<file path="config.mk">
export PLATFORM = sky130hd
export DESIGN_NAME = sponge_hash_256_wide_words
export DESIGN_NICKNAME = d
export VERILOG_FILES = /design/src/rtl/core/shw_pkg.sv /design/src/rtl/core/shw_mix_unit.sv /design/src/rtl/core/shw_out_reg.sv /design/src/rtl/core/sponge_hash_256_wide_words.sv
export SDC_FILE = /design/constraint.sdc
export NUM_CORES = 2
export LEC_CHECK = 0
export BUFFER_PORTS_ARGS = -buffer_cell sky130_fd_sc_hd__buf_4
export CAP_MARGIN = 10
export CORE_ASPECT_RATIO = 1.1
export CORE_UTILIZATION = 33
export DETAILED_ROUTE_END_ITERATION = 8
export SLEW_MARGIN = 0
export SYNTH_ARGS = -nofsm -noshare
export SYNTH_HDL_FRONTEND = slang
export SYNTH_SLANG_ARGS = --single-unit
</file>
<file path="constraint.sdc">
create_clock -name clk -period 4.8 [get_ports clk]
set_input_delay 0 -clock clk [delete_from_list [all_inputs] [get_ports clk]]
set_output_delay 0 -clock clk [all_outputs]
set_load 0.01 [all_outputs]
</file>
<file path="src/rtl/core/shw_pkg.sv">
// ----------------------------------------------------------------------------
// shw_pkg: shared definitions for the sponge hash core
// Operation codes, result kinds, sequencer states and the result record.
// ----------------------------------------------------------------------------
package shw_pkg;

	localparam int WORD_W        = 64;
	localparam int CHAIN_LEN     = 8;
	localparam int ABSORB_ROUNDS = 12;
	localparam int FINAL_ROUNDS  = 8;
	localparam int ROT_WIDE      = 29;
	localparam int ROT_NARROW    = 16;

	typedef enum logic [1:0] {
		OP_LOAD_WORD = 2'd0,
		OP_LOAD_CTR  = 2'd1,
		OP_ABSORB    = 2'd2,
		OP_FINAL     = 2'd3
	} op_t;

	localparam logic KIND_COUNTER = 1'b0;
	localparam logic KIND_HASH    = 1'b1;

	typedef enum logic [1:0] {
		ST_IDLE,
		ST_MIX,
		ST_EMIT
	} state_t;

	typedef struct packed {
		logic              push;
		logic              kind;
		logic [WORD_W-1:0] value;
		logic              last;
	} result_t;

endpackage

</file>
<file path="src/rtl/core/shw_mix_unit.sv">
// ----------------------------------------------------------------------------
// shw_mix_unit: one word step of a mix round
// Even words take add and rotate, odd words take XOR with the previous word.
// ----------------------------------------------------------------------------
module shw_mix_unit (
	input  logic [shw_pkg::WORD_W-1:0] cur,
	input  logic [shw_pkg::WORD_W-1:0] prev,
	input  logic [2:0]                 word_sel,
	output logic [shw_pkg::WORD_W-1:0] result
);

	logic [shw_pkg::WORD_W-1:0] sum;
	logic [shw_pkg::WORD_W-1:0] rot_wide;
	logic [shw_pkg::WORD_W-1:0] rot_narrow;

	assign sum        = cur + prev;
	assign rot_wide   = (sum << shw_pkg::ROT_WIDE) |
	                    (sum >> (shw_pkg::WORD_W - shw_pkg::ROT_WIDE));
	assign rot_narrow = (sum << shw_pkg::ROT_NARROW) |
	                    (sum >> (shw_pkg::WORD_W - shw_pkg::ROT_NARROW));

	always_comb begin
		if (word_sel[0]) begin
			result = cur ^ prev;
		end else if (word_sel[1]) begin
			result = rot_narrow;
		end else begin
			result = rot_wide;
		end
	end

endmodule

</file>
<file path="src/rtl/core/shw_out_reg.sv">
// ----------------------------------------------------------------------------
// shw_out_reg: result output register
// Holds one result word until the downstream side takes it.
// ----------------------------------------------------------------------------
module shw_out_reg (
	input  logic                       clk,
	input  logic                       arst_n,
	input  shw_pkg::result_t           res,
	output logic                       free,
	output logic                       out_valid,
	input  logic                       out_stall,
	output logic                       result_kind,
	output logic [shw_pkg::WORD_W-1:0] value,
	output logic                       last
);

	logic                       valid_q;
	logic                       kind_q;
	logic [shw_pkg::WORD_W-1:0] value_q;
	logic                       last_q;

	assign free = !valid_q || !out_stall;

	always_ff @(posedge clk or negedge arst_n) begin
		if (!arst_n) begin
			valid_q <= 1'b0;
		end else if (res.push) begin
			valid_q <= 1'b1;
		end else if (!out_stall) begin
			valid_q <= 1'b0;
		end
	end

	always_ff @(posedge clk) begin
		if (res.push) begin
			kind_q  <= res.kind;
			value_q <= res.value;
			last_q  <= res.last;
		end
	end

	assign out_valid   = valid_q;
	assign result_kind = kind_q;
	assign value       = value_q;
	assign last        = last_q;

endmodule

</file>
<file path="src/rtl/core/sponge_hash_256_wide_words.sv">
// ----------------------------------------------------------------------------
// sponge_hash_256_wide_words: sponge hash core over eight 64-bit chain words
// Loads, absorbs and squeezes with one shared mix unit under a sequencer.
// ----------------------------------------------------------------------------
// Loads and data words that neither close a block nor end a call leave the
// sequencer idle; an end of call with nothing pending emits the counter result.
// A block mix runs ABSORB_ROUNDS rounds, one word step per cycle in the shared
// mix unit, and is followed by the counter result at an end of call. Finalize
// runs FINAL_ROUNDS rounds, then four hash words, one a cycle unless stalled.
// Reset clears the chain words, the block counter and the block position.
module sponge_hash_256_wide_words #(
	parameter int ABSORB_ROUNDS = shw_pkg::ABSORB_ROUNDS,
	parameter int FINAL_ROUNDS  = shw_pkg::FINAL_ROUNDS
) (
	input  logic                       clk,
	input  logic                       arst_n,
	input  logic                       in_valid,
	output logic                       in_stall,
	input  logic [1:0]                 operation,
	input  logic [2:0]                 word_index,
	input  logic [shw_pkg::WORD_W-1:0] data_word,
	input  logic [3:0]                 byte_count,
	input  logic                       end_of_call,
	output logic                       out_valid,
	input  logic                       out_stall,
	output logic                       result_kind,
	output logic [shw_pkg::WORD_W-1:0] value,
	output logic                       last
);

	localparam int MAX_ROUNDS = (ABSORB_ROUNDS > FINAL_ROUNDS) ? ABSORB_ROUNDS : FINAL_ROUNDS;
	localparam int STEP_W     = $clog2(MAX_ROUNDS * shw_pkg::CHAIN_LEN);
	localparam logic [STEP_W-1:0] ABS_LAST = STEP_W'(ABSORB_ROUNDS * shw_pkg::CHAIN_LEN - 1);
	localparam logic [STEP_W-1:0] FIN_LAST = STEP_W'(FINAL_ROUNDS * shw_pkg::CHAIN_LEN - 1);

	localparam int W = shw_pkg::WORD_W;

	shw_pkg::state_t  state_q, state_d;
	shw_pkg::result_t res;

	logic [W-1:0]      chain_q [shw_pkg::CHAIN_LEN];
	logic [W-1:0]      chain_d [shw_pkg::CHAIN_LEN];
	logic [W-1:0]      ctr_q;
	logic [W-1:0]      ctr_inc;
	logic [1:0]        wib_q;
	logic [1:0]        wib_next;
	logic [STEP_W-1:0] step_q;
	logic [1:0]        emit_cnt_q;
	logic              fin_q;
	logic              emit_q;

	logic         accept;
	logic         out_free;
	logic         step_done;
	logic         emit_done;
	logic         word_en;
	logic         full_blk;
	logic         partial_blk;
	logic         mix_need;
	logic [5:0]   shamt;
	logic [W-1:0] pad_bit;
	logic [W-1:0] abs_word;
	logic [W-1:0] c0_term;
	logic [W-1:0] mix_out;

	assign accept    = in_valid && !in_stall;
	assign ctr_inc   = ctr_q + {{(W-1){1'b0}}, 1'b1};
	assign step_done = step_q == (fin_q ? FIN_LAST : ABS_LAST);
	assign emit_done = !fin_q || (emit_cnt_q == 2'd3);

	// Short words are cut to their bytes and padded with a 1 bit above them.
	assign shamt    = {byte_count[2:0], 3'b000};
	assign pad_bit  = {{(W-1){1'b0}}, 1'b1} << shamt;
	assign abs_word = byte_count[3] ? data_word : ((data_word & (pad_bit - 1'b1)) | pad_bit);

	assign word_en     = (operation == shw_pkg::OP_ABSORB) && (byte_count != 4'd0);
	assign full_blk    = word_en && (wib_q == 2'd3);
	assign wib_next    = word_en ? wib_q + 2'd1 : wib_q;
	assign partial_blk = (operation == shw_pkg::OP_ABSORB) && end_of_call && !full_blk &&
	                     (wib_next != 2'd0);
	assign mix_need    = full_blk || partial_blk;
	assign c0_term     = full_blk ? ctr_inc : (partial_blk ? ctr_q : '0);

	shw_mix_unit u_mix (
		.cur      (chain_q[0]),
		.prev     (chain_q[shw_pkg::CHAIN_LEN-1]),
		.word_sel (step_q[2:0]),
		.result   (mix_out)
	);

	shw_out_reg u_out (
		.clk         (clk),
		.arst_n      (arst_n),
		.res         (res),
		.free        (out_free),
		.out_valid   (out_valid),
		.out_stall   (out_stall),
		.result_kind (result_kind),
		.value       (value),
		.last        (last)
	);

	// The chain rotates by one word per mix step, so position 0 always holds
	// the word being mixed and the last position the one just finished.
	always_comb begin
		for (int i = 0; i < shw_pkg::CHAIN_LEN; i++) begin
			chain_d[i] = chain_q[i];
		end
		if (state_q == shw_pkg::ST_MIX) begin
			for (int i = 0; i < shw_pkg::CHAIN_LEN - 1; i++) begin
				chain_d[i] = chain_q[i+1];
			end
			chain_d[shw_pkg::CHAIN_LEN-1] = mix_out;
		end else if (accept) begin
			case (operation)
				shw_pkg::OP_LOAD_WORD: begin
					for (int i = 0; i < shw_pkg::CHAIN_LEN; i++) begin
						if (word_index == 3'(i)) begin
							chain_d[i] = data_word;
						end
					end
				end
				shw_pkg::OP_ABSORB: begin
					for (int i = 0; i < 4; i++) begin
						if (word_en && (wib_q == 2'(i))) begin
							chain_d[i] = chain_d[i] ^ abs_word;
						end
					end
					chain_d[0] = chain_d[0] ^ c0_term;
				end
				shw_pkg::OP_FINAL: begin
					chain_d[shw_pkg::CHAIN_LEN-1] = chain_q[shw_pkg::CHAIN_LEN-1] ^
					                                {{(W-1){1'b0}}, 1'b1};
				end
				default: begin
				end
			endcase
		end
	end

	always_comb begin
		state_d = state_q;
		case (state_q)
			shw_pkg::ST_IDLE: begin
				if (accept) begin
					if (operation == shw_pkg::OP_FINAL) begin
						state_d = shw_pkg::ST_MIX;
					end else if (operation == shw_pkg::OP_ABSORB) begin
						if (mix_need) begin
							state_d = shw_pkg::ST_MIX;
						end else if (end_of_call) begin
							state_d = shw_pkg::ST_EMIT;
						end
					end
				end
			end
			shw_pkg::ST_MIX: begin
				if (step_done) begin
					state_d = emit_q ? shw_pkg::ST_EMIT : shw_pkg::ST_IDLE;
				end
			end
			shw_pkg::ST_EMIT: begin
				if (out_free && emit_done) begin
					state_d = shw_pkg::ST_IDLE;
				end
			end
			default: begin
				state_d = shw_pkg::ST_IDLE;
			end
		endcase
	end

	always_comb begin
		in_stall  = state_q != shw_pkg::ST_IDLE;
		res.push  = (state_q == shw_pkg::ST_EMIT) && out_free;
		res.kind  = fin_q ? shw_pkg::KIND_HASH : shw_pkg::KIND_COUNTER;
		res.value = fin_q ? chain_q[{1'b0, emit_cnt_q}] : ctr_q;
		res.last  = emit_done;
	end

	always_ff @(posedge clk or negedge arst_n) begin
		if (!arst_n) begin
			state_q    <= shw_pkg::ST_IDLE;
			ctr_q      <= '0;
			wib_q      <= '0;
			step_q     <= '0;
			emit_cnt_q <= '0;
			fin_q      <= 1'b0;
			emit_q     <= 1'b0;
			for (int i = 0; i < shw_pkg::CHAIN_LEN; i++) begin
				chain_q[i] <= '0;
			end
		end else begin
			state_q <= state_d;
			for (int i = 0; i < shw_pkg::CHAIN_LEN; i++) begin
				chain_q[i] <= chain_d[i];
			end
			case (state_q)
				shw_pkg::ST_IDLE: begin
					step_q     <= '0;
					emit_cnt_q <= '0;
					if (accept) begin
						case (operation)
							shw_pkg::OP_LOAD_CTR: begin
								ctr_q <= data_word;
							end
							shw_pkg::OP_ABSORB: begin
								fin_q  <= 1'b0;
								emit_q <= end_of_call;
								wib_q  <= mix_need ? 2'd0 : wib_next;
							end
							shw_pkg::OP_FINAL: begin
								fin_q  <= 1'b1;
								emit_q <= 1'b1;
								wib_q  <= 2'd0;
							end
							default: begin
							end
						endcase
					end
				end
				shw_pkg::ST_MIX: begin
					step_q <= step_q + 1'b1;
					if (step_done && !fin_q) begin
						ctr_q <= ctr_inc;
					end
				end
				shw_pkg::ST_EMIT: begin
					if (out_free) begin
						emit_cnt_q <= emit_cnt_q + 2'd1;
					end
				end
				default: begin
				end
			endcase
		end
	end

	assert property (@(posedge clk) disable iff (!arst_n)
		(state_q == shw_pkg::ST_MIX && step_done && !fin_q) |=> ctr_q == $past(ctr_inc))
		else $error("block counter did not advance after an absorb mix");

	assert property (@(posedge clk) disable iff (!arst_n)
		res.push |-> state_q == shw_pkg::ST_EMIT)
		else $error("result word pushed outside the emit phase");

	assert property (@(posedge clk) disable iff (!arst_n)
		(res.push && res.kind == shw_pkg::KIND_HASH && res.last) |-> emit_cnt_q == 2'd3)
		else $error("hash marked last before the fourth word");

	assert property (@(posedge clk) disable iff (!arst_n)
		(state_q == shw_pkg::ST_MIX) |-> wib_q == 2'd0)
		else $error("block position not cleared during a mix");

endmodule

</file>
==> impl_metrics.csv <==
group,metric,value,unit
clock_network,cts-buffers-inserted,81,
worst_setup_path,end_kind,"flip-flop",
timing,timing.slew.headroom,0.181,
timing,finalCriticalPeriod,4.55,ns
yosys,synth_area_leaders,"dfrtp_1 35%, a21oi_1 12%, o21ai_0 6.2%",
worst_setup_path,slowest_stage,"o41ai_2",
clock_network,ctsHtreeMaxLevel,3,
timing,report.final.slew_viol_count,0,
global_route,antenna_found_initial,12,
worst_setup_path,timing.rr.start,"chain_q[0]",
flow_run,cap_violations,0,
pwr,p_sw_frac,0.478,
timing,worstMarginPinSlew,1.22,ns
drt,drc_errors,0,
worst_setup_path,cp_slowest_stage_delay,0.68,ns
worst_setup_path,required,5.36,ns
clock_network,cts.clk_slew.worst_paths,0.06,ns
timing,final.period_utilization,0.949,
die,start_util,0.334,
yosys,synth.avg_cell_area,8.22,um^2
yosys,yosys.area.top_type_share,0.349,
clock_network,clockBufferDepth,3,
finish,postLayoutCoreUtil,0.382,
drt,drtIter0Drc,5226,
place,place_hpwl,138,mm
yosys,syn_nets,5317,
timing,fin_skew,0.0348,ns
die,die-area,130000,um^2
yosys,synth_edf_count,66,
drt,route.detailed.wl_per_inst,28.6,um
pwr,power.switching,17.1,mW
timing,rsz0062_at_grt,"no",
yosys,synth_top_area_cell,"dfrtp_1",
finish,syn_to_final_growth,14.3,%
timing,finalHoldViolCount,4,
global_route,grt_usage,0.293,
die,row_count,137,
timing,max_freq,220,MHz
yosys,yosysSeqAreaShare,0.396,
drt,drtAntennaViolNets,0,
clock_network,root_buffer,"clkbuf_16",
global_route,grt_pass1_vias,39300,
worst_setup_path,startpoint_type,"flip-flop",
drt,viasPerCell,6.25,
pwr,p_leak,19.0,nW
place,port_buffers,145,
timing,fin_setup_tns,0,ns
run_status,status,"complete, but fails checks",
worst_setup_path,crit_path_start,"chain_q[0]",
pwr,clkPwrFrac,0.185,
global_route,grt.overflow.total,0,
clock_network,insertion_delay,0.69,ns
yosys,synth_warnings,0,
yosys,synth.cell_area,42500,um^2
drt,drt_first_pass_iters,9,
run_status,violations,"negative hold slack",
yosys,synth_cell_types,88,
worst_setup_path,worst-path-max-fanout,6,
yosys,ys_seq_elements,658,
worst_setup_path,path_cells,"ha_1 -> inv_1 -> fa_1 -> nor2b_1 -> o2111ai_1 -> a2111oi_0 -> a211oi_1 -> o41ai_2 -> a21o_1 -> a211oi_1 -> buf_4 -> mux2_2 -> a211oi_1 -> o21ai_1",
place,finalWeightedCongestion,1.03,
finish,drive_gt1_frac,0.106,
timing,setup_viol,0,
drt,vias,42600,
worst_setup_path,r2r_setup_slack,0.25,ns
global_route,grt_max_degree,198,
yosys,ys.flop_type,"dfrtp_1",
die,core,127000,um^2
worst_setup_path,crit_path_frequent_cell,"a211oi_1",
pwr,p_seq_frac,0.324,
global_route,grt_first_pass_wirelength,280,mm
pwr,power_frac_comb,0.491,
die,die_w,344,um
die,pin_count,146,
timing,hold_ws,-0.0175,ns
yosys,async_reset_ff_frac,0.900,
worst_setup_path,worst-endpoint-arrival,5.11,ns
drt,wirelength,195,mm
pwr,powerDensity,736,nW/um^2
pwr,vdd_drop_max,0.426,mV
pwr,intPower,18.7,mW
finish,final_nets,5228,
worst_hold_path,hp-class,"in -> async",
clock_network,clock-sinks,658,
yosys,postSynthCellCount,5167,
clock_network,cts_tree,"done",
die,fp.dieH,378,um
worst_setup_path,worstSetupPathType,"reg -> reg",
-- cells in the final DEF (no fill, tap or decap), types with 64 or more instances in the layout --
master,n
nand2_1,549
dfrtp_1,589
nor2_1,390
edfxtp_1,66
inv_1,71
nor3_1,64
dlygate4sd3_1,77
buf_4,225
nand3_1,79
a31oi_1,90
clkbuf_16,81
a21oi_1,1042
a311oi_1,107
xnor2_1,75
o21ai_0,523
ha_1,71
mux4_2,64
and2_1,67
-- metrics by stage --
step,cells,setup WS [ns],power [mW],area [um^2]
after floorplan,5167,0.0375,21.1,42500
after global placement,6585,0.428,28.4,45000
after detailed placement,6585,0.343,28.4,45000
after CTS,6810,0.345,35.2,48500
after global routing,6812,0.0483,37.2,48500
final,6819,0.247,35.7,48500
-- sequential cells by signal (all words and copies together), names as in the netlist, 2 cells and up --
name,cells
chain_q,512
ctr_q,64
u_out.value,64
step_q,7
emit_cnt_q,2
state_q,2
wib_q,2
-- worst max-delay path: cells and delay by family (launching register included) --
family	cells	cell delay, ns
simple gates	1	0.20
mux	1	0.26
fa+ha+maj	2	0.73
flops	1	0.43
buf+inv	2	0.24
compound gates	8	2.56
-- final timing paths --
path	end	depth (start not counted)
min in group clk	chain_q[440]	5
min	chain_q[149]	2
max in group asynchronous	emit_cnt_q[0]	3
min reg2reg	chain_q[131]	2
max	chain_q[15]	14
max reg2reg	chain_q[15]	14
-- layer usage --
layer / up-vias / global-route usage / part of all wire / routed length [um]
met1: 20900 / 0.370 / 0.39 / 76100
met5: - / 0 / 0.00035 / 69
met4: 10 / 0.216 / 0.087 / 17000
li1: 18900 / - / - / -
met3: 527 / 0.0494 / 0.081 / 15800
met2: 2296 / 0.448 / 0.44 / 85900
-- cells by family after synthesis --
group / Yosys count / share of synthesized area
AO/OA/AOI/OAI: 2241 / 0.307
XOR/XNOR: 132 / 0.0274
adder cells (fa/ha/maj): 72 / 0.0214
buffers and inverters: 567 / 0.0505
flip-flops: 658 / 0.396
multiplexers: 148 / 0.0554
AND/OR/NAND/NOR: 1349 / 0.143
-- cell type report --
class | instances | area [um^2]
fillers | 12900 | 78700
multi-input cells | 3942 | 23700
flip-flops and latches | 658 | 16800
repair buffers | 323 | 2860
clock buffers | 113 | 2240
well taps | 1668 | 2090
clock inverters | 35 | 549
inverters | 72 | 270
diodes | 8 | 20.0
-- repair_timing --
action,in CTS,in global routing
resized for setup,0,0
hold endpoints to repair,589,0
setup buffers,0,0
hold buffers,77,0
-- cell usage after synthesis (12+ instances only) --
| cell type | n |
|---|---|
| dfrtp_1 | 592 |
| a21oi_1 | 1046 |
| and2_1 | 67 |
| xor2_1 | 56 |
| mux4_2 | 64 |
| o21bai_1 | 17 |
| xnor2_1 | 75 |
| a21o_1 | 60 |
| and4_1 | 15 |
| nor3_1 | 64 |
| a22oi_1 | 44 |
| a221o_1 | 13 |
| buf_1 | 46 |
| and3_1 | 51 |
| o31ai_1 | 23 |
| edfxtp_1 | 66 |
| inv_1 | 71 |
| o211ai_1 | 21 |
| o21a_1 | 18 |
| mux2_2 | 56 |
| nand4_1 | 35 |
| o22ai_1 | 47 |
| ha_1 | 71 |
| nand2_1 | 550 |
| a31oi_1 | 90 |
| nand3_1 | 80 |
| nor2_1 | 395 |
| a211oi_1 | 39 |
| a22o_1 | 13 |
| mux2i_1 | 28 |
| a311oi_1 | 107 |
| o21ai_0 | 527 |
| a221oi_1 | 55 |
| clkbuf_1 | 438 |
| nand2b_1 | 13 |
| nor4_1 | 12 |
| o21ai_1 | 32 |
-- power groups by stage --
| stage | Combinational (mW) | Sequential [mW] | Clock (mW) |
|---|---|---|---|
| 2_1_floorplan | 11.2 | 9.91 | 0 |
| 3_3_place_gp | 17.0 | 11.4 | 0 |
| 3_5_place_dp | 16.9 | 11.5 | 0 |
| 4_1_cts | 17.1 | 11.4 | 6.68 |
| 5_1_grt | 18.4 | 11.8 | 6.90 |
| 6_report | 17.5 | 11.6 | 6.61 |
(Power assumes the default switching activity.)
